## src/msr_pkg.sv

```systemverilog
// Shared constants, types and helpers for the maximum solar radiation pipeline.
package msr_pkg;

    localparam int CORDIC_ITERATIONS = 16;
    localparam int OUT_FRAC_BITS     = 10;
    localparam int ATAN_ENTRIES      = 24;

    // Q16 trig values and products
    localparam int Q_W = 18;
    typedef logic signed [Q_W-1:0] q16_t;

    // Q16 radians, wide enough for an unreduced day angle
    localparam int Z_W = 21;
    typedef logic signed [Z_W-1:0] ang_t;

    localparam int H_W      = 18;
    localparam int SQ_RAD_W = 34;
    localparam int ROOT_W   = SQ_RAD_W / 2;

    localparam int Q_ONE     = 65536;
    localparam int Q_PI      = 205887;
    localparam int Q_HALF_PI = 102944;
    localparam int Q_TWO_PI  = 411775;
    localparam int Q_GAIN    = 39797;

    localparam int DAY_OFFSET = 82;
    localparam int DAY_SCALE  = 6553600;
    localparam int DAY_DIV    = 5809;
    localparam int LAT_SCALE  = 2058874;
    localparam int LAT_DIV    = 180000;
    localparam int LAT_LIMIT  = 9000;
    localparam int SIN_TILT   = 26214;
    localparam int ECC        = 2163;

    localparam logic [15:0] ATAN_Q16 [ATAN_ENTRIES] = '{
        16'd51472, 16'd30386, 16'd16055, 16'd8150, 16'd4091, 16'd2047, 16'd1024, 16'd512,
        16'd256, 16'd128, 16'd64, 16'd32, 16'd16, 16'd8, 16'd4, 16'd2,
        16'd1, 16'd0, 16'd0, 16'd0, 16'd0, 16'd0, 16'd0, 16'd0
    };

    // Q16 product, rounded half up
    function automatic q16_t qmul(input q16_t a, input q16_t b);
        logic signed [2*Q_W-1:0] p;
        p = (2*Q_W)'(a) * (2*Q_W)'(b) + (2*Q_W)'(32768);
        return Q_W'(p >>> 16);
    endfunction

endpackage

```

## src/msr_argdiv.sv

```systemverilog
// Angle argument: (neg ? -1 : 1) * floor((mag*SCALE + BIAS) / DIVISOR), three stages.
module msr_argdiv #(
    parameter int              MAG_W   = 9,
    parameter int              X_W     = 32,
    parameter longint unsigned SCALE   = 1,
    parameter longint unsigned BIAS    = 0,
    parameter longint unsigned DIVISOR = 1
) (
    input  logic               aclk,
    input  logic               aresetn,
    input  logic               en,
    input  logic               in_vld,
    input  logic               in_neg,
    input  logic [MAG_W-1:0]   in_mag,
    output logic               out_vld,
    output msr_pkg::ang_t      out_z
);

    localparam int P_W = 2 * X_W + 1;
    // ceil(2^X_W / DIVISOR): estimate is exact or one too high
    localparam logic [X_W:0] RECIP = (X_W+1)'(((64'd1 << X_W) + DIVISOR - 64'd1) / DIVISOR);

    logic           vld1_reg, vld2_reg, vld3_reg;
    logic           neg1_reg, neg2_reg;
    logic [X_W-1:0] x1_reg, x2_reg;
    logic [P_W-1:0] p2_reg;
    msr_pkg::ang_t  z3_reg;

    logic [X_W-1:0] x_next;
    logic [P_W-1:0] p_next;
    logic [X_W-1:0] qe;
    logic [P_W-1:0] chk;
    logic [X_W-1:0] q;
    msr_pkg::ang_t  qm, z_next;

    always_comb begin
        x_next = X_W'(in_mag) * X_W'(SCALE) + X_W'(BIAS);
        p_next = P_W'(x1_reg) * P_W'(RECIP);
        qe     = X_W'(p2_reg >> X_W);
        chk    = P_W'(qe) * P_W'(DIVISOR);
        q      = (chk > P_W'(x2_reg)) ? qe - X_W'(1) : qe;
        qm     = msr_pkg::ang_t'(q);
        z_next = neg2_reg ? -qm : qm;
    end

    always_ff @(posedge aclk) begin
        if (!aresetn) begin
            vld1_reg <= 1'b0;
            vld2_reg <= 1'b0;
            vld3_reg <= 1'b0;
        end else if (en) begin
            vld1_reg <= in_vld;
            vld2_reg <= vld1_reg;
            vld3_reg <= vld2_reg;
        end
    end

    always_ff @(posedge aclk) begin
        if (en) begin
            x1_reg   <= x_next;
            neg1_reg <= in_neg;
            p2_reg   <= p_next;
            x2_reg   <= x1_reg;
            neg2_reg <= neg1_reg;
            z3_reg   <= z_next;
        end
    end

    assign out_vld = vld3_reg;
    assign out_z   = z3_reg;

endmodule

```

## config.mk

```make
export PLATFORM = sky130hd
export DESIGN_NAME = msr_argdiv
export DESIGN_NICKNAME = d
export VERILOG_FILES = /design/src/msr_pkg.sv /design/src/msr_argdiv.sv
export SDC_FILE = /design/constraint.sdc
export NUM_CORES = 1
export LEC_CHECK = 0
export BUFFER_PORTS_ARGS = -buffer_cell sky130_fd_sc_hd__buf_2
export CAP_MARGIN = 20
export CORE_ASPECT_RATIO = 1.1
export CORE_UTILIZATION = 56
export DETAILED_ROUTE_END_ITERATION = 12
export PLACE_DENSITY = 0.9
export SLEW_MARGIN = 20
export SYNTH_ARGS = -nofsm -noshare
export SYNTH_HDL_FRONTEND = slang
export SYNTH_SLANG_ARGS = --single-unit
```

## constraint.sdc

```tcl
create_clock -name aclk -period 4.8 [get_ports aclk]
set_input_delay 1.2 -clock aclk [delete_from_list [all_inputs] [get_ports aclk]]
set_output_delay 1.2 -clock aclk [all_outputs]
set_load 0.02 [all_outputs]
```

After elaboration in Yosys (flattened, before gate mapping) --
Index checks and enable logic that the tools add are counted. W data, S select, Z words.
Storage, ports and cells: bits of input ports 14, word-level logic and storage cells 13, flip-flop bits (word level) 44, output and inout port bits 22
Cells by class: $lt $le $gt $ge 1, add/subtract/negate cells 2, multiplexer cells 2
Operators with widths (count):
- $mux W21 | 2
- $neg A21 Y21 | 1
- $sub A9 B1 Y10 const B | 1
- $gt A9 B9 Y1 | 1

Depth between registers and ports, before layout --
depth in word-level cells 4, mapped depth 8, gate-level depth less buffers 8

Worst setup path after synthesis --
OpenSTA, ideal clock, no wires.
kind reg-to-reg, start register p2_reg[32], end register z3_reg[8], in the netlist out_z[8], data pin, setup time 0.267 ns, data arrival time 1.609 ns, data required time 4.533 ns, clock period less this slack 1.876 ns, path slack 2.924 ns, stages on the path, launching flop included 9, path buffers 0, cells stage by stage edfxtp_1 > inv_1 > ha_1 > nand2b_4 > or4_4 > nor3_1 > ha_1 > nand2_1 > o21ai_0
Between the ends: word-level cells in the longest chain between the ends 4, elaborated cells between the ends (all ways) 5, those cells by class 2 x add/sub; 1 x order compare; 2 x mux
Ends and longest elaborated chain:
- from (decl) | line msr_argdiv.sv:26 | logic [P_W-1:0] p2_reg;
- from (signal assigned) | line msr_argdiv.sv:62 | p2_reg <= p_next;
- $sub A9 B1 Y10 or $gt A9 B9 Y1 (tied branches) | line msr_argdiv.sv:41 | q = (chk > P_W'(x2_reg)) ? qe - X_W'(1) : qe;
- $mux W21 (*) | line msr_argdiv.sv:41
- $neg A21 Y21 | line msr_argdiv.sv:43 | z_next = neg2_reg ? -qm : qm;
- $mux W21 (*) | line msr_argdiv.sv:43
- named net z_next[8] | line msr_argdiv.sv:34 | msr_pkg::ang_t qm, z_next;
- to (signal assigned) | line msr_argdiv.sv:65 | z3_reg <= z_next;
- to (decl) | line msr_argdiv.sv:27 | msr_pkg::ang_t z3_reg;
The timed path passes the listed nets; every way through them passes the cells marked *. A chain may end at the register's enable or synchronous reset.

==> out/metrics.yaml <==
clock-sinks: 40
tns_ps: 0
syn_inst: 89
p_leak_nw: 0.686
power_density_mw_per_mm2: 396
total_power_mw: 0.713
largest_reg_flops: 17
cts.clk_slew.worst_paths_ps: 110
path_cells: "buf_2"
fin_crit_sh_pct: 43.7
slew_headroom_pct: 44.7
fp.dieW_um: 52.1
rows: 19
cts-root-buf: "clkbuf_4"
post-cts-setup-buffers: 0
cts_tree: "done"
routedWlPerCell_um: 12.3
grt_start_max_net_pins: 41
drive_above_1_share_pct: 37.4
grt_overflow: 0
hold_buffers: 0
fin_skew_ps: 6.80
hold_viol_final: 0
outcome: "completed"
cp-end-kind: "output pin"
port_buffers: 35
worstSetupPathType: "reg2out"
drt_iter0_drc: 18
setup_slack_ps: 2700
cp_num_buf_inv: 1
ir_worst_vdd_mv: 0.369
grt_pass1_wl_um: 3190
vias: 829
ioPinCount: 36
grt.total_usage_pct: 15.6
syn_nets: 105
syn_to_final_growth_pct: 16.4
clock_path_buffers: 2
whs_ps: 422
h-tree-depth: 2
die_h_um: 57.1
worstMarginPinSlew_ps: 830
start_kind: "register"
cap_violations: 0
fmax_mhz: 477
clock_latency_ps: 340
start_util_pct: 60.2
place_area_sq_mm: 0.00171
setup_viol: 0
cp.required_ps: 3600
yosys_register_bits: 40
syn_area_sq_mm: 0.00155
cp.arrival_ps: 900
grt_pass1_vias: 777
design_area_sq_mm: 0.00180
ant_nets: 0
min_path_type: "reg2reg"
path_max_fanout: 2
nets: 138
dp_hpwl_um: 1280
min_period_ps: 2100
yosys_warnings: 0
core_sq_mm: 0.00257
ys_seq_area_share_pct: 75.8
die_area_sq_mm: 0.00297
cp_top_family: "flip-flops"
avgSynthCellArea_sq_um: 17.4
critPathMaxStageDelay_ps: 390
netlist-cell-type-count: 21
slowest_stage: "edfxtp_1"
drc_errors: 0
antenna_found_initial: 0
antenna_cells: 0
dp_slack_ps: 2500
drv_slew: 0
gp_congestion: 0.843
ctsResizeCount: 0
first_pass_iters: 3
drt_wl_total_um: 1900
rsz0062_at_grt: "false"
numCtsBuffers: 5
viasPerCell: 5.38
[worst paths after layout]
kind	from	to	slack, ps	cells after the start
max	out_z[18]$_DFFE_PP_	out_z[10]	2700	1
min	x1_reg[2]$_DFFE_PP_	p2_reg[34]$_DFFE_PP_	420	0
max reg2reg	p2_reg[32]$_DFFE_PP_	out_z[8]$_DFFE_PP_	2760	8
min reg2reg	x1_reg[2]$_DFFE_PP_	p2_reg[34]$_DFFE_PP_	420	0
[layout make-up]
| cell class | count | area, sq um |
|---|---|---|
| inverter | 3 | 11.3 |
| clock buffer | 6 | 51.3 |
| timing repair buffer | 35 | 175 |
| sequential | 40 | 1170 |
| tap | 31 | 38.8 |
| multi-input combinational | 37 | 313 |
| clock inverter | 2 | 38.8 |
| fill | 164 | 768 |
[per-layer routing]
metal  track usage [%]  part of all wire (%)
met3              7.47                   7.5
met4              10.0                   2.9
met5                 0                     0
met1              16.3                    37
met2              24.7                    52
[power breakdown]
group,internal [mW],switching [mW]
Clock,0.125,0.100
Sequential,0.411,0.0140
Combinational,0.0250,0.0373
[cell families after synthesis]
kind of cell / Yosys count / share of synthesized area (%)
flip-flops: 40 / 75.8
AO/OA/AOI/OAI: 13 / 7.45
AND/OR/NAND/NOR: 13 / 5.83
buffers and inverters: 12 / 3.97
XOR/XNOR: 6 / 3.40
multiplexers: 3 / 1.94
adder cells (fa/ha/maj): 2 / 1.62
[worst register-to-register path, cell delays in order (launching register included)]
cell and delay [ps]:
edfxtp_1 420, inv_1 70, ha_1 210, nand2b_4 70, or4_4 440, nor3_1 160, ha_1 260, nand2_1 60
o21ai_0 90
[cell usage after synthesis]
cell type	instances	area share [%]
or4_4	2	1.5
ha_1	2	1.6
nand2_1	3	0.73
o41ai_1	1	0.57
edfxtp_1	37	72
inv_1	3	0.73
nand2b_1	1	0.41
dfxtp_1	3	3.9
xnor2_1	6	3.4
clkbuf_1	4	0.97
o31ai_1	1	0.49
or3_1	1	0.41
o41a_1	7	5.1
mux2i_1	3	1.9
nand2b_4	1	0.89
nor2b_1	4	1.6
nor3_1	1	0.32
o21ai_0	3	0.97
o21ai_1	1	0.32
buf_4	4	1.9
buf_2	1	0.32
[placed cells by master (no fill, tap or decap), types with 2 or more instances in the layout]
master / instances
or4_4: 2
buf_2: 35
clkbuf_4: 5
nor2b_1: 4
mux2i_1: 3
nand2_1: 3
edfxtp_1: 37
inv_1: 3
dfxtp_1: 3
xnor2_1: 6
o21ai_0: 3
o41a_1: 7
ha_1: 2
[metrics by stage]
step / cells / util [%]
after floorplan: 89 / -
after global placement: 146 / 66.6
after detailed placement: 146 / 66.6
after CTS: 154 / 70.1
after global routing: 154 / 70.1
final: 154 / 70.1
No activity file was read; power rests on OpenSTA's default activity.
