### src/msr_pkg.sv
// Shared constants, types and helpers for the maximum solar radiation pipeline.
package msr_pkg;

    localparam int CORDIC_ITERATIONS = 16;
    localparam int OUT_FRAC_BITS     = 10;
    localparam int ATAN_ENTRIES      = 24;

    // Q16 trig values and products
    localparam int Q_W = 18;
    typedef logic signed [Q_W-1:0] q16_t;

    // Q16 radians, wide enough for an unreduced day angle
    localparam int Z_W = 21;
    typedef logic signed [Z_W-1:0] ang_t;

    localparam int H_W      = 18;
    localparam int SQ_RAD_W = 34;
    localparam int ROOT_W   = SQ_RAD_W / 2;

    localparam int Q_ONE     = 65536;
    localparam int Q_PI      = 205887;
    localparam int Q_HALF_PI = 102944;
    localparam int Q_TWO_PI  = 411775;
    localparam int Q_GAIN    = 39797;

    localparam int DAY_OFFSET = 82;
    localparam int DAY_SCALE  = 6553600;
    localparam int DAY_DIV    = 5809;
    localparam int LAT_SCALE  = 2058874;
    localparam int LAT_DIV    = 180000;
    localparam int LAT_LIMIT  = 9000;
    localparam int SIN_TILT   = 26214;
    localparam int ECC        = 2163;

    localparam logic [15:0] ATAN_Q16 [ATAN_ENTRIES] = '{
        16'd51472, 16'd30386, 16'd16055, 16'd8150, 16'd4091, 16'd2047, 16'd1024, 16'd512,
        16'd256, 16'd128, 16'd64, 16'd32, 16'd16, 16'd8, 16'd4, 16'd2,
        16'd1, 16'd0, 16'd0, 16'd0, 16'd0, 16'd0, 16'd0, 16'd0
    };

    // Q16 product, rounded half up
    function automatic q16_t qmul(input q16_t a, input q16_t b);
        logic signed [2*Q_W-1:0] p;
        p = (2*Q_W)'(a) * (2*Q_W)'(b) + (2*Q_W)'(32768);
        return Q_W'(p >>> 16);
    endfunction

endpackage

### src/msr_isqrt.sv
// Pipelined floor square root, one root bit per stage.
module msr_isqrt #(
    parameter int RW   = msr_pkg::SQ_RAD_W,
    parameter int SB_W = 1
) (
    input  logic              aclk,
    input  logic              aresetn,
    input  logic              en,
    input  logic              in_vld,
    input  logic [RW-1:0]     in_rad,
    input  logic [SB_W-1:0]   in_sb,
    output logic              out_vld,
    output logic [RW/2-1:0]   out_root,
    output logic [SB_W-1:0]   out_sb
);

    localparam int NS  = RW / 2;
    localparam int RMW = NS + 4;

    logic            vld_reg  [0:NS];
    logic [RW-1:0]   rad_reg  [0:NS];
    logic [RMW-1:0]  rem_reg  [0:NS];
    logic [NS-1:0]   root_reg [0:NS];
    logic [SB_W-1:0] sb_reg   [0:NS];

    // stage zero is the input itself
    assign vld_reg[0]  = in_vld;
    assign rad_reg[0]  = in_rad;
    assign rem_reg[0]  = '0;
    assign root_reg[0] = '0;
    assign sb_reg[0]   = in_sb;

    for (genvar g = 0; g < NS; g++) begin : g_step
        logic [RMW-1:0] rem_sh, trial;
        logic           take;
        assign rem_sh = {rem_reg[g][RMW-3:0], rad_reg[g][RW-1:RW-2]};
        assign trial  = RMW'({root_reg[g], 2'b01});
        assign take   = rem_sh >= trial;

        always_ff @(posedge aclk) begin
            if (!aresetn) begin
                vld_reg[g+1] <= 1'b0;
            end else if (en) begin
                vld_reg[g+1] <= vld_reg[g];
            end
        end

        always_ff @(posedge aclk) begin
            if (en) begin
                rad_reg[g+1]  <= rad_reg[g] << 2;
                rem_reg[g+1]  <= take ? rem_sh - trial : rem_sh;
                root_reg[g+1] <= {root_reg[g][NS-2:0], take};
                sb_reg[g+1]   <= sb_reg[g];
            end
        end
    end

    assign out_vld  = vld_reg[NS];
    assign out_root = root_reg[NS];
    assign out_sb   = sb_reg[NS];

endmodule

### config.mk
export PLATFORM = sky130hd
export DESIGN_NAME = msr_isqrt
export DESIGN_NICKNAME = d
export VERILOG_FILES = /design/src/msr_pkg.sv /design/src/msr_isqrt.sv
export SDC_FILE = /design/constraint.sdc
export NUM_CORES = 1
export LEC_CHECK = 0
export BUFFER_PORTS_ARGS = -buffer_cell sky130_fd_sc_hd__buf_2
export CAP_MARGIN = 20
export CELL_PAD_IN_SITES_DETAIL_PLACEMENT = 0
export CELL_PAD_IN_SITES_GLOBAL_PLACEMENT = 2
export CORE_MARGIN = 2
export CORE_UTILIZATION = 45
export CTS_CLUSTER_SIZE = 20
export DETAILED_ROUTE_END_ITERATION = 6
export PLACE_DENSITY = 0.82
export SLEW_MARGIN = 25
export SYNTH_ARGS = -nofsm -noshare
export SYNTH_HDL_FRONTEND = slang
export SYNTH_SLANG_ARGS = --single-unit
export TNS_END_PERCENT = 30
### constraint.sdc
create_clock -name aclk -period 4.3 [get_ports aclk]
set_input_delay 0.43 -clock aclk [delete_from_list [all_inputs] [get_ports aclk]]
set_output_delay 0.43 -clock aclk [all_outputs]
set_load 0.02 [all_outputs]
## Word-level counts from Yosys, hierarchy flattened

Cells that the tools add are included.

- Div/mod/pow operators: 0
- Multiplexer cells: 16
- Reductions and logical operators: 0
- Bitwise operators: 0
- Shift operators: 0
- Multiply operators: 0
- Order comparisons: 17
- Eq/ne operators: 0
- Add/sub/neg operators: 16

Operators by type and width:

| kind | number |
|---|---|
| 19-bit 2-to-1 mux | 15 |
| 21-bit by 10-bit >= comparator with 1-bit output | 1 |
| 21-bit by 11-bit >= comparator with 1-bit output | 1 |
| 21-bit by 12-bit >= comparator with 1-bit output | 1 |
| 21-bit by 13-bit >= comparator with 1-bit output | 1 |
| 21-bit by 14-bit >= comparator with 1-bit output | 1 |
| 21-bit by 15-bit >= comparator with 1-bit output | 1 |
| 21-bit by 16-bit >= comparator with 1-bit output | 1 |
| 21-bit by 17-bit >= comparator with 1-bit output | 1 |
| 21-bit by 18-bit >= comparator with 1-bit output | 1 |
| 21-bit by 3-bit >= comparator with 1-bit output | 1 |
| 21-bit by 4-bit >= comparator with 1-bit output | 1 |
| 21-bit by 5-bit >= comparator with 1-bit output | 1 |
| 21-bit by 6-bit >= comparator with 1-bit output | 1 |
| 21-bit by 7-bit >= comparator with 1-bit output | 1 |
| 21-bit by 8-bit >= comparator with 1-bit output | 1 |
| 21-bit by 9-bit >= comparator with 1-bit output | 1 |
| 19-bit by 10-bit subtractor with 19-bit output | 1 |
| 19-bit by 11-bit subtractor with 19-bit output | 1 |
| 19-bit by 12-bit subtractor with 19-bit output | 1 |
| 19-bit by 13-bit subtractor with 19-bit output | 1 |
| 19-bit by 14-bit subtractor with 19-bit output | 1 |
| 19-bit by 15-bit subtractor with 19-bit output | 1 |
| 19-bit by 16-bit subtractor with 19-bit output | 1 |
| other kinds (11) | 11 |

- Word-level logic and storage cells: 133
- Bits in writable memories: 0
- Memories: 0
- Input port bits: 39
- Register bits after elaboration: 747
- Output and inout port bits: 19
- Latch bits: 0
- ROM bits: 0

## Logic depth before layout (Yosys ltp)

- Depth after elaboration: 2
- Gate-level depth with buffers: 11
- Gate-level depth less buffers: 11

## Worst setup path before layout

Ideal clock, no wire load.

- Kind: register to register
- Start: register rem_reg (netlist bit g_step[11].rem_sh[2])
- End: register rem_reg (netlist bit g_step[12].rem_sh[11]) (data pin)
- Arrival: 2.520 ns
- Stages on the path, launching flop included: 8
- Path buffers: 0
- Setup slack: 1.520 ns
- Library setup time: 0.260 ns
- Clock period less this slack: 2.780 ns
- Required time: 4.040 ns
- Cell sequence: edfxtp_1 > ha_1 > o21a_1 > o21a_1 > o311a_1 > a221o_1 > a211oi_4 > mux2_2

- Longest elaborated chain between the ends: 2
- Elaborated cells on any way between the ends: 3
- Those cells by class: add/sub (1); order compare (1); mux (1)

RTL lines:

| element | RTL line | source |
|---|---|---|
| start, declared | msr_isqrt.sv:22 | `logic [RMW-1:0] rem_reg [0:NS];` |
| start signal, assigned by index | msr_isqrt.sv:51 | `rem_reg[g+1] <= take ? rem_sh - trial : rem_sh;` |
| 19-bit by 13-bit subtractor with 19-bit output / 21-bit by 13-bit >= comparator with 1-bit output (equally long branches) | msr_isqrt.sv:51, msr_isqrt.sv:38 |  |
| 19-bit 2-to-1 mux * | msr_isqrt.sv:51 |  |

Mark *: on every way between the ends. The rest lies on a longest branch, timed or not.
A chain may end at the register's enable or synchronous reset.

## Worst setup path in the final report

Same ends and word-level chain as after synthesis.

==> flow_summary_export.csv <==
group,metric,value,unit
detailed_routing,dr.pass1.iters,5,
detailed_routing,drt_first_iter_violations,1431,
synthesis,synthMuxAreaShare,0.0140,
floorplan,die_width,278,um
sta,worst_pin_slew,974,ps
clocking,clk_latency,630,ps
synthesis,postSynthAreaPerCell,13.3,um2
synthesis,synth-seq-cells,741,
global_routing,gr-max-usage-layer,"met2",
global_routing,globalRouteTotalUtil,0.154,
sta,skew,31.7,ps
critical_path,worst_setup_path_end_kind,"register",
synthesis,netlist_instances,2547,
clocking,numCtsBuffers,79,
place,hpwl,41700,um
power_and_ir_drop,power.total,18.1,mW
detailed_routing,avgViaCountPerCell,5.20,
synthesis,async_flop_share,0,
synthesis,synth-adder-area-share,0.0633,
critical_path,cp_slowest_cell,"o311a_1",
synthesis,synthTopCellsByArea,"edfxtp_1 64%, ha_1 6.3%, xnor2_1 2.9%, xor2_1 2.5%, inv_1 2.3%",
floorplan,initial_utilization,0.454,
detailed_routing,num_vias,19300,
sta,period_share,0.747,
sta,rsz0062_at_grt,"false",
global_routing,grt_max_degree,114,
floorplan,die_area,0.0773,mm2
power_and_ir_drop,power_density,475,mW/mm2
clocking,clk_path_buf_depth,3,
flow_run,maxCapViolCount,0,
global_routing,overflow,0,
clocking,htree_levels,3,
clocking,cts_hold_buf,33,
floorplan,die_h,278,um
synthesis,synth_ff_type,"edfxtp_1",
detailed_routing,ant_nets,0,
critical_path,crit_chain,"ha_1 > o21a_1 > o21a_1 > o311a_1 > a221o_1 > a211oi_4 > buf_4 > mux2_2",
clocking,cts_tree,"done",
clocking,cts_setup_buffers,0,
clocking,clock_sinks,741,
sta,fin_tns_setup,0,ps
final_layout,area_growth,12.9,%
final_layout,largest_reg_flops,314,
floorplan,core_area,0.0744,mm2
floorplan,boundaryPins,58,
critical_path,worstPathRequired,4650,ps
critical_path,crit_path_frequent_cell,"o21a_1",
synthesis,synthDistinctLibCells,80,
worst_hold_path,hold_path.class,"in2reg",
place,portBuffers,57,
sta,slew_headroom,0.350,
synthesis,synthXorXnorAreaFrac,0.0544,
power_and_ir_drop,p_leak,14.6,nW
clocking,cts_resized,0,
clocking,cts-root-buf,"clkbuf_16",
global_routing,grt_pass1_wl,96700,um
synthesis,synth.net_count,2757,
sta,clock.fmax,0.311,GHz
floorplan,rows,100,
synthesis,yosysSeqAreaShare,0.653,
power_and_ir_drop,ir_worst_vdd,0.336,mV
synthesis,synth_top_family_by_area,"simple AND/OR/NAND/NOR gates",
critical_path,path_class,"reg2reg",
synthesis,yosysTopAreaCellShare,0.643,
global_routing,grt_pass1_vias,18800,
critical_path,cpPeakStageDelay,450,ps
synthesis,synth_common_cells,"724 x edfxtp_1, 208 x inv_1, 171 x ha_1, 160 x nand2_1, 147 x nor2_1",
final_layout,fin_nets,2909,
synthesis,synth_most_common_cell,"edfxtp_1",
critical_path,cp_max_fo,27,
sta,hold_viol,0,
synthesis,synth_area_leader_cell,"edfxtp_1",
final_layout,num_antenna_cells,0,
final_layout,drive_gt1_frac,0.0843,
sta,setup_viol,0,
synthesis,syn_area,0.0338,mm2
synthesis,synth-edff-count,724,
detailed_routing,drt-total-wl,59000,um
clocking,path_clk_slew,60,ps
detailed_routing,post_drt_wl_per_cell,15.9,um
critical_path,start_kind,"register",
synthesis,synth_compound_area_frac,0.0892,
global_routing,met3_usage,0.0285,
sta,final_max_slew_viol_count,0,
run_status,status,"finished, final reports clean",
global_routing,antenna_found_initial,1,
synthesis,yosys_warnings,0,
critical_path,cp.arrival,3560,ps
synthesis,yosys.area_share.simple,0.0967,
detailed_routing,drcViolationCount,0,
critical_path,crit_family,"compound AO/OA/AOI/OAI gates",
critical_path,ff2ff_setup_slack,1090,ps
critical_path,crit_buf_inv,1,
global_routing,use_met1,0.220,
place,gp_congestion,0.886,
sta,period_needed,3210,ps
global_routing,use_met2,0.239,
[cell type report]
type | count | area (um2)
multi-input cells | 1551 | 10800
flip-flops and latches | 741 | 22100
clock inverters | 35 | 338
inverters | 208 | 781
clock buffers | 100 | 2080
repair buffers | 118 | 923
well taps | 969 | 1210
fillers | 6265 | 36300
[report_power, final]
group / internal (mW) / leakage [nW] / switching [mW]
logic: 1.11 / 6.33 / 1.42
registers: 8.86 / 7.07 / 0.418
clock network: 3.62 / 1.16 / 2.70
[cells in the final DEF, fill, tap and decap left out, types with 28 or more instances in the layout]
cell / netlist / final
nor3_1: 55 / 55
xor2_1: 98 / 98
nor2b_1: 46 / 46
clkbuf_16: 0 / 80
nand2_1: 160 / 160
edfxtp_1: 724 / 724
nand2b_1: 35 / 35
dlygate4sd3_1: 0 / 33
a21oi_1: 122 / 121
nor2_1: 147 / 147
nand3_1: 38 / 38
or3_1: 28 / 28
xnor2_1: 112 / 112
o21a_1: 43 / 43
ha_1: 171 / 171
a21o_1: 45 / 45
buf_2: 10 / 56
inv_1: 208 / 208
o21ai_0: 145 / 145
[final timing paths]
kind | start | end | cells past startpoint
worst max-delay path | g_step[11].rem_sh[2] | g_step[12].rem_sh[11] | 8
worst min-delay path | in_vld | vld_reg[16] | 3
worst max register to register | g_step[11].rem_sh[2] | g_step[12].rem_sh[11] | 8
worst min register to register | rad_reg[262] | rad_reg[230] | 0
[through the flow]
step | area [um2] | hold slack (ps) | util | std cells | worst slack [ps]
floorplan | 33800 | 400 | - | 2547 | 1520
global placement | 35400 | 400 | 0.476 | 3554 | 1200
detailed placement | 35400 | 405 | 0.476 | 3554 | 1140
CTS | 38200 | 44.2 | 0.513 | 3722 | 1120
global route | 38200 | 64.7 | 0.513 | 3722 | 792
finish | 38200 | 72.0 | 0.513 | 3722 | 1090
[per-layer routing]
| layer | up-vias | share of wire | wire length [um] |
|---|---|---|---|
| met5 | - | 0 | 0 |
| met4 | 0 | 0.020 | 1160 |
| met3 | 91 | 0.054 | 3160 |
| met2 | 378 | 0.45 | 26400 |
| met1 | 9182 | 0.48 | 28300 |
| li1 | 9694 | - | - |
[worst reg2reg max path: stages, from the launching register on]
cell and delay, ps:
edfxtp_1 390, ha_1 370, o21a_1 150, o21a_1 210, o311a_1 450, a221o_1 450, a211oi_4 240, buf_4 310
mux2_2 380
[cell families (layout without fill, tap and decap cells)]
family	count (synthesis)	count (layout)
flip-flops	741	741
AND/OR/NAND/NOR	642	642
AO/OA/AOI/OAI	482	482
buffers and inverters	255	461
XOR/XNOR	210	210
adder cells (fa/ha/maj)	171	171
multiplexers	45	45
other	1	1
Power figures use the tool's default switching activity.
