`src/msr_pkg.sv`:
```
// Shared constants, types and helpers for the maximum solar radiation pipeline.
package msr_pkg;

    localparam int CORDIC_ITERATIONS = 16;
    localparam int OUT_FRAC_BITS     = 10;
    localparam int ATAN_ENTRIES      = 24;

    // Q16 trig values and products
    localparam int Q_W = 18;
    typedef logic signed [Q_W-1:0] q16_t;

    // Q16 radians, wide enough for an unreduced day angle
    localparam int Z_W = 21;
    typedef logic signed [Z_W-1:0] ang_t;

    localparam int H_W      = 18;
    localparam int SQ_RAD_W = 34;
    localparam int ROOT_W   = SQ_RAD_W / 2;

    localparam int Q_ONE     = 65536;
    localparam int Q_PI      = 205887;
    localparam int Q_HALF_PI = 102944;
    localparam int Q_TWO_PI  = 411775;
    localparam int Q_GAIN    = 39797;

    localparam int DAY_OFFSET = 82;
    localparam int DAY_SCALE  = 6553600;
    localparam int DAY_DIV    = 5809;
    localparam int LAT_SCALE  = 2058874;
    localparam int LAT_DIV    = 180000;
    localparam int LAT_LIMIT  = 9000;
    localparam int SIN_TILT   = 26214;
    localparam int ECC        = 2163;

    localparam logic [15:0] ATAN_Q16 [ATAN_ENTRIES] = '{
        16'd51472, 16'd30386, 16'd16055, 16'd8150, 16'd4091, 16'd2047, 16'd1024, 16'd512,
        16'd256, 16'd128, 16'd64, 16'd32, 16'd16, 16'd8, 16'd4, 16'd2,
        16'd1, 16'd0, 16'd0, 16'd0, 16'd0, 16'd0, 16'd0, 16'd0
    };

    // Q16 product, rounded half up
    function automatic q16_t qmul(input q16_t a, input q16_t b);
        logic signed [2*Q_W-1:0] p;
        p = (2*Q_W)'(a) * (2*Q_W)'(b) + (2*Q_W)'(32768);
        return Q_W'(p >>> 16);
    endfunction

endpackage

```
`src/msr_cordic_rot.sv`:
```
// Pipelined CORDIC sine/cosine with range reduction.
module msr_cordic_rot #(
    parameter int ITER = msr_pkg::CORDIC_ITERATIONS
) (
    input  logic          aclk,
    input  logic          aresetn,
    input  logic          en,
    input  logic          in_vld,
    input  msr_pkg::ang_t in_z,
    output logic          out_vld,
    output msr_pkg::q16_t out_sin,
    output msr_pkg::q16_t out_cos
);

    localparam int CW = 20;
    typedef logic signed [CW-1:0] cw_t;

    localparam msr_pkg::ang_t TWO  = msr_pkg::ang_t'(msr_pkg::Q_TWO_PI);
    localparam msr_pkg::ang_t PI   = msr_pkg::ang_t'(msr_pkg::Q_PI);
    localparam msr_pkg::ang_t HALF = msr_pkg::ang_t'(msr_pkg::Q_HALF_PI);

    logic          vld1_reg;
    msr_pkg::ang_t z1_reg;
    logic          vld_reg  [0:ITER];
    logic          flip_reg [0:ITER];
    cw_t           x_reg    [0:ITER];
    cw_t           y_reg    [0:ITER];
    msr_pkg::ang_t z_reg    [0:ITER];
    logic          out_vld_reg;
    msr_pkg::q16_t sin_reg, cos_reg;

    msr_pkg::ang_t zr_next, zf_next;
    logic          flip_next;

    // wrap into (-pi, pi]; the argument stays within one turn below zero and two turns above
    always_comb begin
        if (in_z < 0) begin
            zr_next = in_z + TWO;
        end else if (in_z >= TWO) begin
            zr_next = in_z - TWO;
        end else begin
            zr_next = in_z;
        end
        if (zr_next > PI) begin
            zr_next = zr_next - TWO;
        end
    end

    // fold into [-pi/2, pi/2], cosine sign flips
    always_comb begin
        flip_next = 1'b0;
        zf_next   = z1_reg;
        if (z1_reg > HALF) begin
            zf_next   = PI - z1_reg;
            flip_next = 1'b1;
        end else if (z1_reg < -HALF) begin
            zf_next   = -PI - z1_reg;
            flip_next = 1'b1;
        end
    end

    always_ff @(posedge aclk) begin
        if (!aresetn) begin
            vld1_reg   <= 1'b0;
            vld_reg[0] <= 1'b0;
        end else if (en) begin
            vld1_reg   <= in_vld;
            vld_reg[0] <= vld1_reg;
        end
    end

    always_ff @(posedge aclk) begin
        if (en) begin
            z1_reg      <= zr_next;
            z_reg[0]    <= zf_next;
            flip_reg[0] <= flip_next;
            x_reg[0]    <= cw_t'(msr_pkg::Q_GAIN);
            y_reg[0]    <= '0;
        end
    end

    for (genvar g = 0; g < ITER; g++) begin : g_iter
        localparam msr_pkg::ang_t ATAN = msr_pkg::ang_t'(msr_pkg::ATAN_Q16[g]);
        cw_t dx, dy;
        assign dx = y_reg[g] >>> g;
        assign dy = x_reg[g] >>> g;

        always_ff @(posedge aclk) begin
            if (!aresetn) begin
                vld_reg[g+1] <= 1'b0;
            end else if (en) begin
                vld_reg[g+1] <= vld_reg[g];
            end
        end

        always_ff @(posedge aclk) begin
            if (en) begin
                flip_reg[g+1] <= flip_reg[g];
                if (z_reg[g] >= 0) begin
                    x_reg[g+1] <= x_reg[g] - dx;
                    y_reg[g+1] <= y_reg[g] + dy;
                    z_reg[g+1] <= z_reg[g] - ATAN;
                end else begin
                    x_reg[g+1] <= x_reg[g] + dx;
                    y_reg[g+1] <= y_reg[g] - dy;
                    z_reg[g+1] <= z_reg[g] + ATAN;
                end
            end
        end
    end

    always_ff @(posedge aclk) begin
        if (!aresetn) begin
            out_vld_reg <= 1'b0;
        end else if (en) begin
            out_vld_reg <= vld_reg[ITER];
        end
    end

    always_ff @(posedge aclk) begin
        if (en) begin
            sin_reg <= msr_pkg::Q_W'(y_reg[ITER]);
            cos_reg <= flip_reg[ITER] ? -msr_pkg::Q_W'(x_reg[ITER])
                                      : msr_pkg::Q_W'(x_reg[ITER]);
        end
    end

    assign out_vld = out_vld_reg;
    assign out_sin = sin_reg;
    assign out_cos = cos_reg;

endmodule

```
`config.mk`:
```
export PLATFORM = sky130hd
export DESIGN_NAME = msr_cordic_rot
export DESIGN_NICKNAME = d
export VERILOG_FILES = /design/src/msr_pkg.sv /design/src/msr_cordic_rot.sv
export SDC_FILE = /design/constraint.sdc
export NUM_CORES = 2
export LEC_CHECK = 0
export ABC_AREA = 0
export BUFFER_PORTS_ARGS = -buffer_cell sky130_fd_sc_hd__clkbuf_2
export CAP_MARGIN = 20
export CORE_UTILIZATION = 45
export DETAILED_ROUTE_END_ITERATION = 8
export PLACE_DENSITY_LB_ADDON = 0.3
export SETUP_SLACK_MARGIN = 0.05
export SLEW_MARGIN = 20
export SYNTH_ARGS = -nofsm -noshare
export SYNTH_HDL_FRONTEND = slang
export SYNTH_SLANG_ARGS = --single-unit
export TNS_END_PERCENT = 30
```
`constraint.sdc`:
```
create_clock -name aclk -period 8 [get_ports aclk]
set_input_delay 0.8 -clock aclk [delete_from_list [all_inputs] [get_ports aclk]]
set_output_delay 0.8 -clock aclk [all_outputs]
set_load 0.01 [all_outputs]
```
======== After elaboration in Yosys (flattened, before gate mapping) ========
Memory sizes are Yosys's and may differ from the RTL's. A register that Yosys moved wholly into a read port is not among the register bits.
Cells that the tools add are included.
storage, ports and cells
  bits in registers ....................... 40
  memory bits (writable) .................. 1071
  input bits .............................. 25
  word-level logic and storage cells ...... 370
  memories ................................ 5
cells by class
  add/sub/neg operators ................... 101
  order comparisons ....................... 21
  multiplexer cells ....................... 174
  bitwise logic cells ..................... 65
  reductions and logical operators ........ 1
memory list
  name      words  bits a word  read ports  clocked after Yosys merged registers in  wr ports  line                  text
  z_reg     17     21           16          0                                        17        msr_cordic_rot.sv:28  msr_pkg::ang_t z_reg [0:ITER];
  x_reg     17     20           17          0                                        17        msr_cordic_rot.sv:26  cw_t x_reg [0:ITER];
  y_reg     17     20           17          1                                        17        msr_cordic_rot.sv:27  cw_t y_reg [0:ITER];
  flip_reg  17     1            17          0                                        17        msr_cordic_rot.sv:25  logic flip_reg [0:ITER];
  vld_reg   17     1            17          1                                        17        msr_cordic_rot.sv:24  logic vld_reg [0:ITER];
operators by type and width
  kind                    number
  $mux 20                 32
  $mux 21                 21
  $ge 21x1->1 const B     16
  $mux 1                  120
  $or 1x1->1              65
  $add 21x12->21 const B  2
  $sub 19x21->21 const A  2
  $sub 21x12->21 const B  2
  $sub 21x20->21 const B  2
  $add 20x10->20          2
  $add 20x11->20          2
  $add 20x12->20          2
  $add 20x13->20          2
  $add 20x14->20          2
  $add 20x15->20          2
  $add 20x16->20          2
  $add 20x17->20          2
  $add 20x18->20          2
  $add 20x19->20          2
  $add 20x5->20           2
  $add 20x6->20           2
  $add 20x7->20           2
  $add 20x8->20           2
  $add 20x9->20           2
  54 further kinds        70

======== Longest topological paths before layout ========
  depth after elaboration ................. 5
  mapped depth ............................ 20
  gate-level depth less buffers ........... 17

======== Least setup slack after synthesis ========
Ideal clock, no wire load.
  path type ............................... in2reg
  start ................................... input en
  end ..................................... memory x_reg[12][18] (netlist name) (data pin)
  library setup time ...................... 0.258 ns
  arrival ................................. 4.936 ns
  required time ........................... 7.742 ns
  slack ................................... 2.806 ns
  stages .................................. 19
  path buffers ............................ 5
  cell sequence ........................... clkbuf_1 clkbuf_1 and2_1 clkbuf_1 inv_1 clkbuf_1 clkbuf_1 o21ai_0 fa_1 a21o_1 a21oi_1 o21bai_1 a2111oi_0 o31ai_1 o211ai_1 a31oi_1 o21a_1 nor2_1 xnor2_1
RTL lines
  what             line                  text
  start, declared  msr_cordic_rot.sv:7   input logic en,
  end, declared    msr_cordic_rot.sv:26

==> impl_metrics.ini <==
[status]
status = complete, no violations

[setup_path]
cp_data_required_time_ns = 8.50
path_depth = 16
worst-r2r-cell-count = 15
reg2reg_from = z_reg[10][20]$_DFFE_PP_
crit_slowest_cell = clkinv_1
setup.worst_path.end_class = register
path_common_cell = o21ai_0
start_kind = input pin
crit_fanout = 56
max_stage_delay_ns = 0.78
critPathBufInv = 3
reg2reg_slack_ns = 2.71
cp_top_family = compound AO/OA/AOI/OAI gates
startpoint = en
crit_type = input pin to register
critPathCapture = y_reg[11][19]$_DFFE_PP_
crit_chain = buf_8 > and2_0 > buf_4 > clkinv_1 > mux2i_1 > ha_1 > nor2b_1 > o21ai_0 > a21boi_0 > o21ai_0 > a211oi_1 > a41o_1 > o41ai_1 > o211ai_1 > a2111o_1 > o211a_1
rr_endpoint = y_reg[11][19]$_DFFE_PP_
arrival_ns = 5.79

[synth]
synth_xor_area_share_pct = 11.4
synth_warnings = 0
synth_edf_count = 980
synth_seq_cells = 983
yosysSeqAreaShare_pct = 40.1
synth-simple-area-share_pct = 14.3
synth_cell_types = 103
yosys-mux-area-fraction_pct = 0.804
syn_area_per_cell_um2 = 10.1
synthFlopType = edfxtp_1
synth_top_family_by_area = compound AO/OA/AOI/OAI gates
synthArstFlopShare_pct = 0
syn_inst = 7278
syn_area_um2 = 73600
synth_compound_area_share_pct = 15.7
synth_fa_ha_area_share_pct = 15.2

[cts]
clock_path_buffers = 3
clock_latency_ns = 0.75
cts.repair.resized = 0
hold_buffers = 0
clk_pin_slew_ns = 0.06
cts_tree = done
numCtsBuffers = 111
root_buffer = clkbuf_16
cts.sinks = 983
htreeDepth = 3
postCtsSetupBuffers = 0

[detailed_routing]
vias_per_cell = 5.57
num_vias = 53600
wl_met3_mm = 5.75
ant_nets = 0
top_layer = met4
drtPass1Iterations = 8
met1_length_mm = 71.4
drc = 0
dr_wl_met2_mm = 80.7
wl_per_cell_um = 17.0
first_iter_violations = 3282
wirelength_mm = 163

[timing]
rsz0062_at_grt = no
setup_violations = 0
hold_violations = 0
fin_worst_skew_ns = 0.0288
max_slew.worst_pin.slew_ns = 1.02
max_freq_ghz = 0.189
final.period_utilization_pct = 66.2
finalSetupTns_ns = 0
post-route-min-period_ns = 5.29
maxSlewHeadroom_pct = 31.1
final_max_slew_viol_count = 0

[die]
core_area_um2 = 163000
io_pins = 62
dieArea_um2 = 165000
row_count = 148
start_util_pct = 45.3
fp.dieH_um = 406
die_w_um = 406

[grt]
grt_use_total_pct = 19.6
grt_pass1_vias = 52000
grt_max_degree = 132
antenna_found_initial = 1
grt_pass1_wl_mm = 264
overflow = 0

[finish]
largest_reg_flops = 298
multiInputGateArea_um2 = 42300
diodes = 0
seqCellArea_um2 = 29500
final_nets = 8254
drive_gt1_share_pct = 5.33
post-route-util_pct = 49.4
fill_cells = 14700
syn2layout_area_growth_pct = 9.06

[place]
numPortBuffers = 61
gp_congestion = 0.900
dp_hpwl_mm = 126

[worst_hold_path]
min_from = in_vld
hold_class = input pin to register
holdPathStages = 3

[flow_run]
cap_violations = 0
[placed cells by master (no fill, tap or decap), types with 76 or more instances in the layout]
master     synthesis  routed
o21bai_1          89      89
a21o_1           153     153
inv_1            331     331
ha_1             827     827
nand2b_1          76      76
nor2b_1          100     100
o21a_1            81      81
nor2_1           671     671
edfxtp_1         980     980
xnor2_1          672     672
nand2_1          392     392
clkbuf_16          0     113
and3_1           123     123
a21oi_1          539     539
o21ai_0          335     335
xor2_1           288     288
nand3_1          190     190
or3_1             92      92
nor3_1           330     330
[kinds of logic (layout without fill, tap and decap cells)]
kind of cell | count (synthesis) | count (layout)
adders and majority gates | 870 | 870
AOI/OAI and AO/OA | 1760 | 1760
and+or+nand+nor | 2176 | 2176
buffers and inverters | 471 | 646
DFF | 983 | 983
muxes | 57 | 57
other | 1 | 2
xor gates and xnor gates | 960 | 960
[tightest hold or removal path, cell delays in order]
cell and delay [ns]:
clkbuf_2 0.10, mux2i_1 0.06, nor2b_1 0.09
[cells in the mapped netlist (all sizes together) (13+ instances only)]
cell type  count  area, µm²
nor2         671       2520
inv          331       1240
nor3b         13        103
a31oi         48        307
o211ai        51        388
nand4         14       93.8
mux2i         40        400
o21a          81        608
o2111ai       13        114
a211o         13        114
o31a          21        184
and2          52        327
nor4          46        330
a211oi        64        495
a21boi        30        225
o211a         25        250
a41o          15        150
a2111oi       24        235
o21ai        338       1690
nor3         332       1680
buf           34        200
xnor2        672       5890
a31o          31        280
and3         123        769
a21oi        542       2730
o41a          13        146
nand2        393       1480
nand3        192        971
mux2          17        191
xor2         288       2520
nand2b        76        475
or2           28        175
clkbuf       103        387
a21o         153       1150
fa            43        861
o31ai         72        541
nand3b        15        125
o21bai        89        668
edfxtp       980      29400
or3           92        576
o41ai         61        553
nor2b        100        626
ha           827      10300
[per-layer routing]
metal / up-vias / GRT usage, %
met2: 956 / 35.1
met4: 0 / 7.22
met5: - / 0
met3: 266 / 2.46
li1: 27100 / -
met1: 25300 / 23.9
[final cells by class]
class,count,area share [%]
Multi-Input combinational cell,5825,52.7
Tap cell,2175,3.39
Sequential cell,983,36.7
Clock inverter,79,1.18
Inverter,334,1.56
Timing Repair Buffer,104,0.851
Clock buffer,129,3.60
[through the flow]
step	instances	hold slack [ns]	instance area, µm²	setup slack, ns
floorplan	7279	0.400	73600	2.81
global placement	9419	0.402	76400	1.91
detailed placement	9419	0.405	76400	1.85
CTS	9627	0.286	80200	2.57
global route	9629	0.354	80300	2.15
finish	9629	0.350	80300	2.71
[worst min path at each step]
stage	slack, ns	end
after detailed placement	0.40	out_sin[5]$_DFFE_PP_
final	0.35	vld1_reg$_SDFFE_PN0P_
after global routing	0.35	vld1_reg$_SDFFE_PN0P_
after floorplan	0.40	flip_reg[0][10]$_DFFE_PP_
after CTS	0.29	vld1_reg$_SDFFE_PN0P_
after global placement	0.40	out_sin[9]$_DFFE_PP_
Power is left out: the tool's default activity adds up to more than one toggle a clock period on the data nets, which glitch-free logic cannot reach.
