**src/msr_pkg.sv**
```systemverilog
// Shared constants, types and helpers for the maximum solar radiation pipeline.
package msr_pkg;

    localparam int CORDIC_ITERATIONS = 16;
    localparam int OUT_FRAC_BITS     = 10;
    localparam int ATAN_ENTRIES      = 24;

    // Q16 trig values and products
    localparam int Q_W = 18;
    typedef logic signed [Q_W-1:0] q16_t;

    // Q16 radians, wide enough for an unreduced day angle
    localparam int Z_W = 21;
    typedef logic signed [Z_W-1:0] ang_t;

    localparam int H_W      = 18;
    localparam int SQ_RAD_W = 34;
    localparam int ROOT_W   = SQ_RAD_W / 2;

    localparam int Q_ONE     = 65536;
    localparam int Q_PI      = 205887;
    localparam int Q_HALF_PI = 102944;
    localparam int Q_TWO_PI  = 411775;
    localparam int Q_GAIN    = 39797;

    localparam int DAY_OFFSET = 82;
    localparam int DAY_SCALE  = 6553600;
    localparam int DAY_DIV    = 5809;
    localparam int LAT_SCALE  = 2058874;
    localparam int LAT_DIV    = 180000;
    localparam int LAT_LIMIT  = 9000;
    localparam int SIN_TILT   = 26214;
    localparam int ECC        = 2163;

    localparam logic [15:0] ATAN_Q16 [ATAN_ENTRIES] = '{
        16'd51472, 16'd30386, 16'd16055, 16'd8150, 16'd4091, 16'd2047, 16'd1024, 16'd512,
        16'd256, 16'd128, 16'd64, 16'd32, 16'd16, 16'd8, 16'd4, 16'd2,
        16'd1, 16'd0, 16'd0, 16'd0, 16'd0, 16'd0, 16'd0, 16'd0
    };

    // Q16 product, rounded half up
    function automatic q16_t qmul(input q16_t a, input q16_t b);
        logic signed [2*Q_W-1:0] p;
        p = (2*Q_W)'(a) * (2*Q_W)'(b) + (2*Q_W)'(32768);
        return Q_W'(p >>> 16);
    endfunction

endpackage

```
**src/msr_cordic_vec.sv**
```systemverilog
// Pipelined CORDIC vectoring: angle of (x, y) for y >= 0, clamped to 0..pi.
module msr_cordic_vec #(
    parameter int ITER = msr_pkg::CORDIC_ITERATIONS,
    parameter int SB_W = 1
) (
    input  logic                       aclk,
    input  logic                       aresetn,
    input  logic                       en,
    input  logic                       in_vld,
    input  logic [msr_pkg::ROOT_W-1:0] in_y,
    input  msr_pkg::q16_t              in_x,
    input  logic [SB_W-1:0]            in_sb,
    output logic                       out_vld,
    output logic [msr_pkg::H_W-1:0]    out_h,
    output logic [SB_W-1:0]            out_sb
);

    localparam int VW = 20;
    typedef logic signed [VW-1:0] vw_t;

    localparam msr_pkg::ang_t PI   = msr_pkg::ang_t'(msr_pkg::Q_PI);
    localparam msr_pkg::ang_t HALF = msr_pkg::ang_t'(msr_pkg::Q_HALF_PI);

    logic            vld_reg  [0:ITER];
    logic            zero_reg [0:ITER];
    vw_t             x_reg    [0:ITER];
    vw_t             y_reg    [0:ITER];
    msr_pkg::ang_t   z_reg    [0:ITER];
    logic [SB_W-1:0] sb_reg   [0:ITER];
    logic                    out_vld_reg;
    logic [msr_pkg::H_W-1:0] h_reg;
    logic [SB_W-1:0]         sb_out_reg;

    vw_t           xi, yi, x_next, y_next;
    msr_pkg::ang_t z_next, zc;

    // left half-plane: rotate by -pi/2 first and start the angle at pi/2
    always_comb begin
        xi = vw_t'(in_x);
        yi = vw_t'({1'b0, in_y});
        if (xi < 0) begin
            x_next = yi;
            y_next = -xi;
            z_next = HALF;
        end else begin
            x_next = xi;
            y_next = yi;
            z_next = '0;
        end
    end

    always_ff @(posedge aclk) begin
        if (!aresetn) begin
            vld_reg[0] <= 1'b0;
        end else if (en) begin
            vld_reg[0] <= in_vld;
        end
    end

    always_ff @(posedge aclk) begin
        if (en) begin
            x_reg[0]    <= x_next;
            y_reg[0]    <= y_next;
            z_reg[0]    <= z_next;
            zero_reg[0] <= (in_y == '0) && (in_x == '0);
            sb_reg[0]   <= in_sb;
        end
    end

    for (genvar g = 0; g < ITER; g++) begin : g_iter
        localparam msr_pkg::ang_t ATAN = msr_pkg::ang_t'(msr_pkg::ATAN_Q16[g]);
        vw_t dx, dy;
        assign dx = y_reg[g] >>> g;
        assign dy = x_reg[g] >>> g;

        always_ff @(posedge aclk) begin
            if (!aresetn) begin
                vld_reg[g+1] <= 1'b0;
            end else if (en) begin
                vld_reg[g+1] <= vld_reg[g];
            end
        end

        always_ff @(posedge aclk) begin
            if (en) begin
                zero_reg[g+1] <= zero_reg[g];
                sb_reg[g+1]   <= sb_reg[g];
                if (y_reg[g] > 0) begin
                    x_reg[g+1] <= x_reg[g] + dx;
                    y_reg[g+1] <= y_reg[g] - dy;
                    z_reg[g+1] <= z_reg[g] + ATAN;
                end else begin
                    x_reg[g+1] <= x_reg[g] - dx;
                    y_reg[g+1] <= y_reg[g] + dy;
                    z_reg[g+1] <= z_reg[g] - ATAN;
                end
            end
        end
    end

    always_comb begin
        if (zero_reg[ITER]) begin
            zc = HALF;
        end else if (z_reg[ITER] < 0) begin
            zc = '0;
        end else if (z_reg[ITER] > PI) begin
            zc = PI;
        end else begin
            zc = z_reg[ITER];
        end
    end

    always_ff @(posedge aclk) begin
        if (!aresetn) begin
            out_vld_reg <= 1'b0;
        end else if (en) begin
            out_vld_reg <= vld_reg[ITER];
        end
    end

    always_ff @(posedge aclk) begin
        if (en) begin
            h_reg      <= msr_pkg::H_W'(zc);
            sb_out_reg <= sb_reg[ITER];
        end
    end

    assign out_vld = out_vld_reg;
    assign out_h   = h_reg;
    assign out_sb  = sb_out_reg;

endmodule

```
**config.mk**
```make
export PLATFORM = sky130hd
export DESIGN_NAME = msr_cordic_vec
export DESIGN_NICKNAME = d
export VERILOG_FILES = /design/src/msr_pkg.sv /design/src/msr_cordic_vec.sv
export SDC_FILE = /design/constraint.sdc
export NUM_CORES = 2
export LEC_CHECK = 0
export ABC_AREA = 1
export BUFFER_PORTS_ARGS = -buffer_cell sky130_fd_sc_hd__buf_2
export CAP_MARGIN = 40
export CELL_PAD_IN_SITES_DETAIL_PLACEMENT = 0
export CELL_PAD_IN_SITES_GLOBAL_PLACEMENT = 1
export CORE_MARGIN = 2
export CORE_UTILIZATION = 50
export DETAILED_ROUTE_END_ITERATION = 6
export GPL_TIMING_DRIVEN = 0
export PLACE_DENSITY_LB_ADDON = 0.3
export SLEW_MARGIN = 20
export SYNTH_ARGS = -nofsm -noshare
export SYNTH_HDL_FRONTEND = slang
export SYNTH_SLANG_ARGS = --single-unit
```
**constraint.sdc**
```tcl
create_clock -name aclk -period 3.79 [get_ports aclk]
set_input_delay 0.379 -clock aclk [delete_from_list [all_inputs] [get_ports aclk]]
set_output_delay 0.379 -clock aclk [all_outputs]
set_load 0.005 [all_outputs]
```
# Word level (Yosys, flattened, before mapping)
# Memory sizes are Yosys's and may differ from the RTL's. A register that Yosys moved wholly into a read port is not among the register bits.
# Cells that the tools add are included.
# word_totals
word_cells,366
memories,6
inputBits,40
ram_bits,1088
out_inout_bits,20
ff_bits,18
# classes
n_lt_le_gt_ge,19
reduce_logical,6
add_sub_neg,96
bitwise_logic,65
mux,171
# memory_table
name,depth,width,rd,rd_clocked_by_memory_dff,wr,line_no,text
z_reg,17,21,17,0,17,msr_cordic_vec.sv:28,msr_pkg::ang_t z_reg [0:ITER];
x_reg,17,20,16,0,17,msr_cordic_vec.sv:26,vw_t x_reg [0:ITER];
y_reg,17,20,16,0,17,msr_cordic_vec.sv:27,vw_t y_reg [0:ITER];
sb_reg,17,1,17,1,17,msr_cordic_vec.sv:29,logic [SB_W-1:0] sb_reg [0:ITER];
vld_reg,17,1,17,1,17,msr_cordic_vec.sv:24,logic vld_reg [0:ITER];
zero_reg,17,1,17,0,17,msr_cordic_vec.sv:25,logic zero_reg [0:ITER];
# ops
operator,count
20-bit 2-to-1 mux,34
21-bit 2-to-1 mux,16
20-bit by 1-bit greater-than comparator with 1-bit output (second input constant),16
1-bit 2-to-1 mux,118
1-bit OR,65
21-bit by 12-bit adder with 21-bit output (second input constant),2
21-bit by 12-bit subtractor with 21-bit output (second input constant),2
20-bit by 10-bit adder with 20-bit output,2
20-bit by 11-bit adder with 20-bit output,2
20-bit by 12-bit adder with 20-bit output,2
20-bit by 13-bit adder with 20-bit output,2
20-bit by 14-bit adder with 20-bit output,2
20-bit by 15-bit adder with 20-bit output,2
20-bit by 16-bit adder with 20-bit output,2
20-bit by 17-bit adder with 20-bit output,2
20-bit by 18-bit adder with 20-bit output,2
20-bit by 19-bit adder with 20-bit output,2
20-bit by 5-bit adder with 20-bit output,2
20-bit by 6-bit adder with 20-bit output,2
20-bit by 7-bit adder with 20-bit output,2
20-bit by 8-bit adder with 20-bit output,2
20-bit by 9-bit adder with 20-bit output,2
20-bit by 10-bit subtractor with 20-bit output,2
20-bit by 11-bit subtractor with 20-bit output,2
other kinds (55),70

# Longest topological paths before layout
# An unclocked memory read counts as a cell.
# depth
ltp_word,6
mapped_depth,24
mapped_depth_nobuf,23

# Worst setup path after synthesis
# OpenSTA, ideal clock, no wires.
# synth_path
kind,register to register
from,memory y_reg[6][6] in the netlist's numbering
to,memory x_reg[7][13] in the netlist's numbering (data pin)
period_less_slack_ps,3225
setup_time_ps,256
path_stages_with_launch,21
required_time_ps,3534
setup_slack_ps,565
t_arrival_ps,2968
n_path_buf,1
path_cell_list,edfxtp_1 > inv_1 > ha_1 > nand3_2 > nor3_2 > nand2_1 > nand2_1 > nand2_1 > buf_6 > inv_2 > nor2_1 > xor2_1 > ha_1 > a21oi_1 > nand2_1 > a21boi_0 > o21ai_0 > nand2_1 > inv_1 > o21bai_1 > nand2_1
# synth_rtl
element,line_no
"start, declared",msr_cordic_vec.sv:27
"end, declared",msr_cordic_vec.sv:26

==> results.md <==
* Average wire per standard cell at 17.80 um
* Clock Pin Slew Worst Setup and Hold Paths at approximately 60 ps
* Core area at 167000 um2
* Max Cap Viol at 0
* I/O pins at 60
* Rel. slew slack at 44.20%
* Post-Synth Adder-Cell Area at 13.40%
* Grt total ovfl at 0
* Post-synth top cells: nand2_1, inv_1, nor2_1
* Final number of hold-violating endpoints at 0
* FF-to-FF path depth at 20
* Via density per instance at 5.491
* DRT Wirelength at 238700 um
* Yosys warning count at 0
* Buffers on Ports at between 50 and 60
* Most numerous cell in the Yosys netlist: nand2_1
* CTS tree: yes
* Clock sinks at 975
* XOR/XNOR Fraction of Synth Area at 9.253%
* Largest fanout on the critical path at 10
* Largest family of logic cells by synthesized area: simple AND/OR/NAND/NOR gates
* Top cell type's share of synthesized area at 34.80%
* Antenna diode count at 0
* Worst Tran Pin Value at approximately 830 ps
* Fmax at 265.8 MHz
* Gr busiest metal: met2
* GRT met1 Usage at 39.11%
* Layout fillers at approximately 16000
* GP Congestion at 0.9544
* WP data arrival at 4240 ps
* Area growth from synthesis to layout at 10.76%
* Hold path start: in_y[15]
* Synth Instances at 10844
* Post-synth EDFFs at 973
* Total Routing Usage GR at 27.28%
* Final Slew Violations at 0
* Cell Rows at 150
* Register area share after synthesis at 34.85%
* Top FF cell, synth: edfxtp_1
* DR vias at 73657
* Worst skew pair latency at a little under 800 ps
* Simple-gate area share of the yosys netlist at around a quarter
* H-Tree Level Count at 3
* Mean post-synth cell area at 7.741 um2
* Vias in the first global route at 69272
* FF+latch area at 29260 um2
* Clk root buf: clkbuf_16
* Non-Filler Instances at 13414
* Min-Delay Path Class: primary input to register
* Synth unique cells at 61
* Layout Skew at 82.10 ps
* Final Critical Period at 3762 ps
* Vert. Die Dim at 413.8 um
* Syn Std Cell Area at 83950 um2
* Initial core utilization at 50.26%
* CP Class: register to register
* Hold Path Stages at 3
* Clock buffer depth at 3
* CTS Buf Count at approximately 110
* Endpoints failing setup at 0
* Iter 0 DRT Violations at between 6000 and 7000
* DR DRC count at 0
* CP Data Required Time at 4270 ps
* Router iterations before antenna repair at 6
* Multiplexer share of the synthesized area at 0%
* Min Hold Slack at 42.51 ps
* Final worst-path cycle share at between 90 and 100%
* Routed Antenna Nets at 0
* Layout cells sized above 1 at under 10%
* Worst reg2reg endpoint: y_reg[3][19]
* RSZ-0062 raised after global routing: true
* R2R setup slack at 30 ps
* Synth area leaders: edfxtp_1, ha_1, nand2_1
* Met2 Usage GRT at about 43%
* Critical Path Start Type: register
* CP Capture Type: register
* Pin count of the biggest net entering global routing at between 80 and 90
* Synth Register Bits at 975
* Max reg flops at 320
* Outcome: complete, no violations
* GR met3 Demand/Resource at 3.718%
* Fin nets at 12030
* Post-synthesis compound-gate area fraction at 11.41%
* FFs w/ async S/R, synth at 0%
* Multi-input logic area at 49640 um2
* Die Wd at between 400 and 500 um
* Hold path endpoint: x_reg[0][15]
* Die ar. at 171200 um2
* Initial antenna violation count at 0
* First-pass GRT wire length at approximately 370000 um
* Worst R2R Start: y_reg[2][2]
* HPWL Detailed at 194100 um
* Area leader, netlist: edfxtp_1
* # placed instances at 13128
[metal layers]
metal	up-vias	wire, um	share of wire (%)
met5	-	0	0
met4	0	5895	2.5
met3	326	14700	6.2
met2	2027	106100	44
met1	34226	112000	47
li1	37078	-	-
[worst max path at each step]
stage	start	end	cells after the start
3_5_place_dp	en	z_reg[16][16]	15
3_3_place_gp	en	x_reg[14][19]	14
4_1_cts	y_reg[6][6]	y_reg[7][13]	20
5_1_grt	y_reg[2][3]	y_reg[3][19]	20
2_1_floorplan	y_reg[6][6]	x_reg[7][13]	20
6_report	y_reg[2][2]	y_reg[3][19]	20
[logic make-up (layout without fill, tap and decap cells)]
logic type	count (synthesis)	after routing
xor+xnor	886	886
buf+inv	1461	1826
compound gates	1750	1750
flops	975	975
simple gates	4897	4897
other cells	1	2
fa+ha+maj	874	874
[critical path, cell delays in order, from the launching register on]
cell	delay [ps]
edfxtp_1	410
inv_1	80
ha_1	180
nand2_1	80
nor2_2	190
nand3_1	160
nand2_2	150
nand2_4	120
buf_2	250
nand2_1	100
xor2_1	310
inv_1	80
ha_1	360
nand2_1	130
nor2_2	150
nand2_1	90
nor3_1	180
nand3b_1	290
inv_1	80
nand3_1	90
nand2_1	60
[timing repair]
action,4_1_cts,5_1_grt
hold buffers,21,0
pin swaps,1,14
gates resized for setup,59,213
cloned,0,2
endpoints found under the setup margin,142,210
setup buffers,14,44
hold endpoints to repair,34,0
[metrics by stage]
step                      setup WS [ps]  setup TNS (ps)  area, um2  util (%)
after CTS                        0.2625               0      91990     55.07
after floorplan                   565.3               0      83950         -
after global placement            -3017        -2651490      87000     52.08
final                             27.69               0      92980     55.67
after global routing             -159.8          -600.7      92980     55.67
after detailed placement         -686.2          -41950      87570     52.43
[layout by cell type (no fill, tap or decap), types with 42 or more instances in the layout]
| cell type | instances |
|---|---|
| edfxtp_1 | 973 |
| o21bai_1 | 54 |
| a31oi_1 | 42 |
| o21ai_0 | 506 |
| nand3_1 | 771 |
| nor3_1 | 183 |
| buf_2 | 86 |
| o21ai_1 | 77 |
| a21o_1 | 106 |
| ha_1 | 815 |
| inv_1 | 1344 |
| buf_4 | 72 |
| clkbuf_16 | 109 |
| nand4_1 | 141 |
| nor2_1 | 1084 |
| a21oi_1 | 779 |
| xnor2_1 | 200 |
| xor2_1 | 671 |
| nand2_1 | 2535 |
[final cells by class]
class	instances	share of cell area (%)
buffer	94	0.6917
clock buffer	123	3.012
clock inverter	82	1.307
inverter	1367	5.583
multi-input combinational	8409	53.39
sequential	975	31.47
tap	2204	2.966
timing repair buffer	158	1.569
timing repair inverter	2	0.01480
Power is not shown: default switching activity piles up to over one toggle a cycle in this logic, so the estimate is an artifact.
